### config.mk
export PLATFORM = sky130hd
export DESIGN_NAME = echo_median_range_converter
export DESIGN_NICKNAME = d
export VERILOG_FILES = /design/src/hw/rtl/ermc_pkg.sv /design/src/hw/rtl/ermc_cell.sv /design/src/hw/rtl/ermc_conv.sv /design/src/hw/rtl/echo_median_range_converter.sv
export SDC_FILE = /design/constraint.sdc
export NUM_CORES = 2
export LEC_CHECK = 0
export BUFFER_PORTS_ARGS = -buffer_cell sky130_fd_sc_hd__buf_4
export CAP_MARGIN = 0
export CORE_MARGIN = 2
export CORE_UTILIZATION = 56
export CTS_CLUSTER_DIAMETER = 150
export DETAILED_ROUTE_END_ITERATION = 12
export GPL_TIMING_DRIVEN = 0
export PLACE_DENSITY = 0.72
export SLEW_MARGIN = 10
export SYNTH_ARGS = -nofsm -noshare
export SYNTH_HDL_FRONTEND = slang
export SYNTH_SLANG_ARGS = --single-unit
### constraint.sdc
create_clock -name i_clk -period 9.5 [get_ports i_clk]
set_input_delay 1.9 -clock i_clk [delete_from_list [all_inputs] [get_ports i_clk]]
set_output_delay 1.9 -clock i_clk [all_outputs]
set_load 0.05 [all_outputs]
### src/hw/rtl/ermc_pkg.sv
// Shared types and constants for the echo median range converter.
// Holds the payload structs, the cell link struct and the divisor tables.
// No dependencies.
package ermc_pkg;

    localparam int MaxSamples = 16;
    localparam int CountW     = $clog2(MaxSamples + 1);

    localparam int CfgW  = 5;
    localparam int EchoW = 16;
    localparam int TempW = 12;
    localparam int DistW = 11;
    localparam int DivW  = 6;
    localparam int NumW  = EchoW + 1;

    localparam logic [CfgW-1:0] CfgReset = CfgW'(5);

    // divisor per temperature band; band thresholds in tenths of a degree
    localparam int DivCold = 59;
    localparam int DivMild = 58;
    localparam int DivWarm = 57;
    localparam logic signed [TempW-1:0] TempMild = TempW'(174);
    localparam logic signed [TempW-1:0] TempWarm = TempW'(273);

    // reciprocals scaled by 2^RecipShift, rounded down
    localparam int RecipShift = 22;
    localparam int RecipW     = 17;
    localparam logic [RecipW-1:0] RecipCold = RecipW'((1 << RecipShift) / DivCold);
    localparam logic [RecipW-1:0] RecipMild = RecipW'((1 << RecipShift) / DivMild);
    localparam logic [RecipW-1:0] RecipWarm = RecipW'((1 << RecipShift) / DivWarm);

    typedef struct packed {
        logic        [EchoW-1:0] echo_time;
        logic signed [TempW-1:0] temperature_tenths;
    } t_in;

    typedef struct packed {
        logic [DistW-1:0]  distance_cm;
        logic              no_echo;
        logic [EchoW-1:0]  median_echo_time;
        logic [CountW-1:0] valid_samples;
    } t_out;

    // handed from one sort cell to the next
    typedef struct packed {
        logic             keep;
        logic [EchoW-1:0] echo;
    } t_link;

    function automatic logic [RecipW-1:0] recip(input logic [DivW-1:0] d);
        logic [RecipW-1:0] r;
        case (d)
            DivW'(DivMild): r = RecipMild;
            DivW'(DivWarm): r = RecipWarm;
            default:        r = RecipCold;
        endcase
        return r;
    endfunction

endpackage

### src/hw/rtl/ermc_cell.sv
// One cell of the insertion sort chain: holds one echo time.
// Depends on ermc_pkg for the link struct and widths.
module ermc_cell (
    input  logic                         i_clk,
    input  logic                         i_load,
    input  logic [ermc_pkg::EchoW-1:0]   i_echo,
    input  logic                         i_occupied,
    input  ermc_pkg::t_link              i_up,
    output ermc_pkg::t_link              o_down
);

    logic [ermc_pkg::EchoW-1:0] r_echo;
    logic                       w_keep;

    // hold when this entry ranks at or above the new time
    assign w_keep = i_occupied && (r_echo >= i_echo);

    always_ff @(posedge i_clk) begin
        if (i_load && !w_keep) begin
            r_echo <= i_up.keep ? i_echo : i_up.echo;
        end
    end

    assign o_down.keep = w_keep;
    assign o_down.echo = r_echo;

endmodule

### src/hw/rtl/ermc_conv.sv
// Rounded division of the median time by the temperature divisor.
// Reciprocal multiply, then one correction step. Depends on ermc_pkg.
module ermc_conv (
    input  logic                        i_clk,
    input  logic                        i_rst_n,
    input  logic                        i_start,
    input  logic [ermc_pkg::NumW-1:0]   i_num,
    input  logic [ermc_pkg::DivW-1:0]   i_div,
    output logic                        o_done,
    output logic [ermc_pkg::DistW-1:0]  o_quot
);

    localparam int ProdW = ermc_pkg::NumW + ermc_pkg::RecipW;

    logic [ermc_pkg::NumW-1:0]  r_x;
    logic [ermc_pkg::DivW-1:0]  r_div;
    logic [ermc_pkg::DistW-1:0] r_q0;
    logic [ermc_pkg::DistW-1:0] r_q;
    logic                       r_v1, r_v2, r_v3;

    logic [ProdW-1:0]           w_prod;
    logic [ermc_pkg::NumW-1:0]  w_qd;
    logic [ermc_pkg::NumW-1:0]  w_rem;

    assign w_prod = ProdW'(r_x) * ProdW'(ermc_pkg::recip(r_div));
    assign w_qd   = ermc_pkg::NumW'(r_q0) * ermc_pkg::NumW'(r_div);
    assign w_rem  = r_x - w_qd;

    always_ff @(posedge i_clk) begin
        if (!i_rst_n) begin
            r_v1 <= 1'b0;
            r_v2 <= 1'b0;
            r_v3 <= 1'b0;
        end else begin
            r_v1 <= i_start;
            r_v2 <= r_v1;
            r_v3 <= r_v2;
        end
    end

    always_ff @(posedge i_clk) begin
        if (i_start) begin
            r_x   <= i_num;
            r_div <= i_div;
        end
        if (r_v1) begin
            r_q0 <= ermc_pkg::DistW'(w_prod >> ermc_pkg::RecipShift);
        end
        // estimate is low by at most one
        if (r_v2) begin
            r_q <= r_q0 + ermc_pkg::DistW'(w_rem >= ermc_pkg::NumW'(r_div));
        end
    end

    assign o_done = r_v3;
    assign o_quot = r_q;

endmodule

### src/hw/rtl/echo_median_range_converter.sv
// Echo median range converter: a transfer with a nonzero echo time inserts it.
// The transfer that ends a batch holds off input through median select,
// conversion and result load, longer while the output register is full.
// Reset (i_rst_n low, synchronous): counters, state and valid clear, batch length 5;
// stored echo times are not cleared. Depends on ermc_pkg, ermc_cell, ermc_conv.
module echo_median_range_converter (
    input  logic                          i_clk,
    input  logic                          i_rst_n,
    input  logic                          i_cfg_we,
    input  logic [ermc_pkg::CfgW-1:0]     i_cfg_data,
    input  logic                          i_in_valid,
    output logic                          o_in_ready,
    input  ermc_pkg::t_in                 i_in_data,
    output logic                          o_out_valid,
    input  logic                          i_out_ready,
    output ermc_pkg::t_out                o_out_data
);

    // sequencer codes
    localparam logic [1:0] S_IDLE = 2'd0;  // take echo times
    localparam logic [1:0] S_SEL  = 2'd1;  // pick the median, start conversion
    localparam logic [1:0] S_CONV = 2'd2;  // wait for the divider
    localparam logic [1:0] S_PUSH = 2'd3;  // load the output register

    localparam int CountW = ermc_pkg::CountW;
    localparam int EchoW  = ermc_pkg::EchoW;

    logic [1:0]                 r_state, n_state;
    logic [ermc_pkg::CfgW-1:0]  r_cfg;
    logic [CountW-1:0]          r_valid_cnt, n_valid_cnt;
    logic [CountW-1:0]          r_att_cnt, n_att_cnt;
    logic [CountW-1:0]          r_k;
    logic signed [ermc_pkg::TempW-1:0] r_temp;
    logic [EchoW-1:0]           r_med;
    logic                       r_out_valid;
    ermc_pkg::t_out             r_out;

    logic                       w_accept;
    logic                       w_insert;
    logic [CountW-1:0]          w_len;
    logic [CountW-1:0]          w_att_inc;
    logic                       w_batch_end;
    logic [EchoW-1:0]           w_med;
    logic [ermc_pkg::DivW-1:0]  w_div;
    logic [ermc_pkg::NumW-1:0]  w_num;
    logic                       w_start;
    logic                       w_done;
    logic [ermc_pkg::DistW-1:0] w_quot;
    logic                       w_out_free;

    ermc_pkg::t_link            w_link [ermc_pkg::MaxSamples+1];

    // ---------------------------------------------------------------
    // Batch bookkeeping
    // ---------------------------------------------------------------
    assign w_accept  = i_in_valid && o_in_ready;
    assign o_in_ready = (r_state == S_IDLE);

    // clamp the programmed length into 1..MaxSamples
    always_comb begin
        if (r_cfg == '0) begin
            w_len = CountW'(1);
        end else if (int'(r_cfg) > ermc_pkg::MaxSamples) begin
            w_len = CountW'(ermc_pkg::MaxSamples);
        end else begin
            w_len = CountW'(r_cfg);
        end
    end

    // drop a missing echo; the store never overflows within a batch
    assign w_insert    = w_accept && (i_in_data.echo_time != '0)
                         && (r_valid_cnt < CountW'(ermc_pkg::MaxSamples));
    assign w_att_inc   = r_att_cnt + CountW'(1);
    assign w_batch_end = (w_att_inc >= w_len);

    // ---------------------------------------------------------------
    // Insertion chain: cell 0 holds the largest time. Each cell keeps
    // its entry, takes the new time, or takes its upper neighbor's entry.
    // ---------------------------------------------------------------
    assign w_link[0].keep = 1'b1;
    assign w_link[0].echo = '0;

    for (genvar i = 0; i < ermc_pkg::MaxSamples; i++) begin : g_cell
        ermc_cell u_cell (
            .i_clk      (i_clk),
            .i_load     (w_insert),
            .i_echo     (i_in_data.echo_time),
            .i_occupied (CountW'(i) < r_valid_cnt),
            .i_up       (w_link[i]),
            .o_down     (w_link[i+1])
        );
    end

    // ---------------------------------------------------------------
    // Median select and divisor choice from the last item's temperature
    // ---------------------------------------------------------------
    always_comb begin
        w_med = w_link[CountW'(r_k >> 1) + CountW'(1)].echo;
        if (r_k == '0) begin
            w_med = '0;
        end
    end

    always_comb begin
        if (r_temp >= ermc_pkg::TempWarm) begin
            w_div = ermc_pkg::DivW'(ermc_pkg::DivWarm);
        end else if (r_temp >= ermc_pkg::TempMild) begin
            w_div = ermc_pkg::DivW'(ermc_pkg::DivMild);
        end else begin
            w_div = ermc_pkg::DivW'(ermc_pkg::DivCold);
        end
    end

    // add half the divisor to round to nearest
    assign w_num   = ermc_pkg::NumW'(w_med) + ermc_pkg::NumW'(w_div >> 1);
    assign w_start = (r_state == S_SEL);

    ermc_conv u_conv (
        .i_clk   (i_clk),
        .i_rst_n (i_rst_n),
        .i_start (w_start),
        .i_num   (w_num),
        .i_div   (w_div),
        .o_done  (w_done),
        .o_quot  (w_quot)
    );

    // ---------------------------------------------------------------
    // Sequencer
    // ---------------------------------------------------------------
    assign w_out_free = !r_out_valid || i_out_ready;

    always_comb begin
        n_state     = r_state;
        n_valid_cnt = r_valid_cnt;
        n_att_cnt   = r_att_cnt;
        case (r_state)
            S_IDLE: begin
                if (w_accept) begin
                    if (w_batch_end) begin
                        n_valid_cnt = '0;
                        n_att_cnt   = '0;
                        n_state     = S_SEL;
                    end else begin
                        n_valid_cnt = r_valid_cnt + CountW'(w_insert);
                        n_att_cnt   = w_att_inc;
                    end
                end
            end
            S_SEL: begin
                n_state = S_CONV;
            end
            S_CONV: begin
                if (w_done) begin
                    n_state = S_PUSH;
                end
            end
            S_PUSH: begin
                if (w_out_free) begin
                    n_state = S_IDLE;
                end
            end
            default: begin
                n_state = S_IDLE;
            end
        endcase
    end

    always_ff @(posedge i_clk) begin
        if (!i_rst_n) begin
            r_state     <= S_IDLE;
            r_cfg       <= ermc_pkg::CfgReset;
            r_valid_cnt <= '0;
            r_att_cnt   <= '0;
            r_out_valid <= 1'b0;
        end else begin
            r_state     <= n_state;
            r_valid_cnt <= n_valid_cnt;
            r_att_cnt   <= n_att_cnt;
            if (i_cfg_we) begin
                r_cfg <= i_cfg_data;
            end
            // drop valid on transfer, raise it when a result is loaded
            if ((r_state == S_PUSH) && w_out_free) begin
                r_out_valid <= 1'b1;
            end else if (i_out_ready) begin
                r_out_valid <= 1'b0;
            end
        end
    end

    // payload registers
    always_ff @(posedge i_clk) begin
        if (w_accept) begin
            r_temp <= i_in_data.temperature_tenths;
            if (w_batch_end) begin
                r_k <= r_valid_cnt + CountW'(w_insert);
            end
        end
        if (r_state == S_SEL) begin
            r_med <= w_med;
        end
        if ((r_state == S_PUSH) && w_out_free) begin
            r_out.distance_cm      <= (r_k == '0) ? '0 : w_quot;
            r_out.no_echo          <= (r_k == '0);
            r_out.median_echo_time <= r_med;
            r_out.valid_samples    <= r_k;
        end
    end

    assign o_out_valid = r_out_valid;
    assign o_out_data  = r_out;

endmodule
==> results.sh <==
export IMPL_synth_edf_count=363
export IMPL_placed_cells=4082
export IMPL_post_drt_wl_per_cell_um=26.74
export IMPL_mostFrequentLayoutCells="ha_1, edfxtp_1, inv_1, nand3_1, fa_1"
export IMPL_yosys_warnings=0
export IMPL_path_class="reg2reg"
export IMPL_yosysSeqAreaShare_pct=32.70
export IMPL_area_growth_pct=9.452
export IMPL_die_width_um=252.6
export IMPL_dieArea_mm2=0.06382
export IMPL_syn_inst=3213
export IMPL_fp_dieH_um=252.6
export IMPL_hold_buffers=0
export IMPL_io_pins=73
export IMPL_skew_ns=0.02332
export IMPL_via_per_inst=6.702
export IMPL_final_cells=4163
export IMPL_drive_gt1_share_pct=13.16
export IMPL_rows=91
export IMPL_grtUsageTotal_pct=35.08
export IMPL_grt_first_pass_wirelength_um=168400
export IMPL_cts_num_sinks=384
export IMPL_hold_path_class="reg2reg"
export IMPL_globalRoute_totalOverflow=0
export IMPL_clk_path_buf_depth=3
export IMPL_grt_pass1_vias=28340
export IMPL_syn_area_per_cell_um2=10.77
export IMPL_final_common_cell="ha_1"
export IMPL_dr_pass1_iters=8
export IMPL_dpl_instance_area_mm2=0.03630
export IMPL_cp_end_kind="register"
export IMPL_nNetsFinal=4022
export IMPL_cts_made_buffers=46
export IMPL_max_slew_margin_pct=7.491
export IMPL_critPathArrivalTime_ns=7.83
export IMPL_syn_area_mm2=0.03462
export IMPL_finalSetupTns_ns=0
export IMPL_diodes=0
export IMPL_antenna_found_initial=3
export IMPL_required_ns=9.85
export IMPL_hp_start="r_med[8]"
export IMPL_cts_resized=0
export IMPL_drtIter0Drc=3230
export IMPL_clkTransAtPathRegs_ns=0.06
export IMPL_core_area_mm2=0.06137
export IMPL_gp_congestion=1.004
export IMPL_start_util_pct=56.41
export IMPL_crit_start="u_conv.r_div[0]"
export IMPL_regToRegSetupSlack_ns=2.02
export IMPL_dp_slack_ns=2.067
export IMPL_vias=27900
export IMPL_r2r_end="u_conv.r_q0[10]"
export IMPL_root_buffer="clkbuf_16"
export IMPL_worst_slack_ns=2.023
export IMPL_port_buffer_count=71
export IMPL_drc=0
export IMPL_cts_tree="done"
export IMPL_grt_setup_unrepaired="false"
export IMPL_drv_cap=0
export IMPL_synth_cell_types=89
export IMPL_reg2reg_from="u_conv.r_div[0]"
export IMPL_fin_crit_ns=7.477
export IMPL_ff2ff_path_depth=23
export IMPL_post_route_period_util_pct=78.71
export IMPL_max_slew_worst_pin_slew_ns=1.386
export IMPL_status="complete, no violations"
export IMPL_hold_violations=0
export IMPL_setup_viol=0
export IMPL_hold_depth=0
export IMPL_synth_nets=3895
export IMPL_cp_max_fo=11
export IMPL_slew_viol_final=0
export IMPL_critPathLaunchType="register"
export IMPL_routed_wirelength_um=111300
export IMPL_grt_start_max_net_pins=37
export IMPL_clkLatencyLatePin_ns=0.62
export IMPL_ys_ff_latch=384
export IMPL_fmax_mhz=133.7
export IMPL_stdcell_area_mm2=0.03789
export IMPL_dp_hpwl_um=83990
export IMPL_hold_path_end="o_out_data[13]"
export IMPL_htree_levels=2
export IMPL_synth_async_sr_flop_share_pct=0
export IMPL_final_antenna_net_count=0
export IMPL_post_cts_setup_buffers=0
export IMPL_ys_flop_type="edfxtp_1"
## metrics by stage
stage | hold slack, ns | utilization, %
6_report | 0.4139 | 61.74
5_1_grt | 0.4204 | 61.74
4_1_cts | 0.4165 | 61.73
3_5_place_dp | 0.4045 | 59.15
3_3_place_gp | 0.4079 | 58.89
2_1_floorplan | 0.4003 | -
## how the worst max path moves through the flow
stage,endpoint,slack (ns),cells past startpoint
4_1_cts,u_conv.r_q0[9],2.03,23
5_1_grt,u_conv.r_q0[10],1.65,21
6_report,u_conv.r_q0[10],2.02,23
3_3_place_gp,g_cell[1].u_cell.r_echo[2],2.07,11
2_1_floorplan,u_conv.r_q0[3],3.22,23
3_5_place_dp,u_conv.r_q0[10],2.07,23
## kinds of logic after synthesis
group / share of synthesized area [%]
and+or+nand+nor: 10.90
buffers and inverters: 5.834
adders and majority gates: 27.20
xor gates and xnor gates: 1.377
other: 0.01083
DFF: 32.70
AOI/OAI and AO/OA: 12.07
muxes: 9.903
## sequential cells by signal, indices dropped and copies added, names as in the netlist
| register | flops |
|---|---|
| r_valid_cnt | 5 |
| r_k | 5 |
| u_conv.r_v2 | 1 |
| r_med | 16 |
| u_conv.r_q0 | 11 |
| o_out_data | 33 |
| r_state | 2 |
| r_att_cnt | 5 |
| u_conv.r_v1 | 1 |
| u_conv.o_quot | 11 |
| u_conv.o_done | 1 |
| g_cell.u_cell.r_echo | 256 |
| o_out_valid | 1 |
| u_conv.r_div | 2 |
| u_conv.r_x | 17 |
| r_temp | 12 |
| r_cfg | 5 |
## critical path, stage by stage, from the launching register on
cell	delay, ns
edfxtp_1	0.53
inv_2	0.19
ha_1	0.32
clkbuf_1	0.29
clkbuf_1	0.43
nor2_1	0.20
fa_1	0.57
inv_1	0.07
fa_1	0.47
fa_1	0.50
inv_1	0.07
fa_1	0.54
inv_1	0.06
fa_1	0.52
inv_1	0.05
fa_1	0.49
ha_1	0.29
nand3_1	0.13
a2111oi_0	0.54
o41ai_2	0.31
nand3_1	0.23
nand3_1	0.18
nand3_1	0.11
nand3_1	0.10
## synthesized netlist by cell type, types with 5 or more instances
cell type	number	area [um^2]
o21ai_1	10	50.05
clkbuf_1	140	525.5
a21oi_1	164	820.8
dfxtp_1	21	420.4
xor2_1	15	131.4
ha_1	463	5793
o31ai_1	62	465.5
fa_1	181	3623
mux2i_1	50	500.5
nand2b_1	32	200.2
buf_2	20	100.1
o211ai_1	75	563.0
nand4_1	78	488.0
and2_1	44	275.3
nor3_1	36	180.2
a21o_1	106	795.8
nand3_1	186	930.9
mux4_2	46	1036
a31oi_1	11	68.82
nor2b_1	25	156.4
a211o_1	22	192.7
a32oi_1	6	52.55
a211oi_1	16	120.1
edfxtp_1	363	10900
nand2_1	139	521.8
nor2_1	145	544.3
a2111oi_0	9	78.83
o21ai_0	55	275.3
o21a_1	5	37.54
o22ai_1	10	62.56
inv_1	325	1220
buf_4	7	52.55
mux2_2	168	1892
buf_1	10	37.54
and4_1	10	87.58
and3_1	12	75.07
or2_2	9	56.30
xnor2_1	32	280.3
or3_1	6	37.54
nor3b_1	5	37.54
buf_6	5	56.30
## final cells by class
type / count / area, um^2
clock buffer: 58 / 1257
fill: 4881 / 23480
sequential: 384 / 11320
multi-input combinational: 2319 / 21330
buffer: 183 / 792.0
tap: 790 / 988.4
timing repair buffer: 79 / 646.9
inverter: 327 / 1227
clock inverter: 23 / 322.8
## routing by layer
metal  vias up  wire length, um  GRT usage, %  share of wire (%)
met1     13520            39700         42.25                 36
met3       539            11300         7.436                 10
li1      12060                -             -                  -
met5         -               11             0             0.0099
met4         2             9302         24.16                8.4
met2      1784            50990         56.51                 46
Power is left out: the tool's default activity adds up to more than one toggle a clock period on the data nets, which glitch-free logic cannot reach.
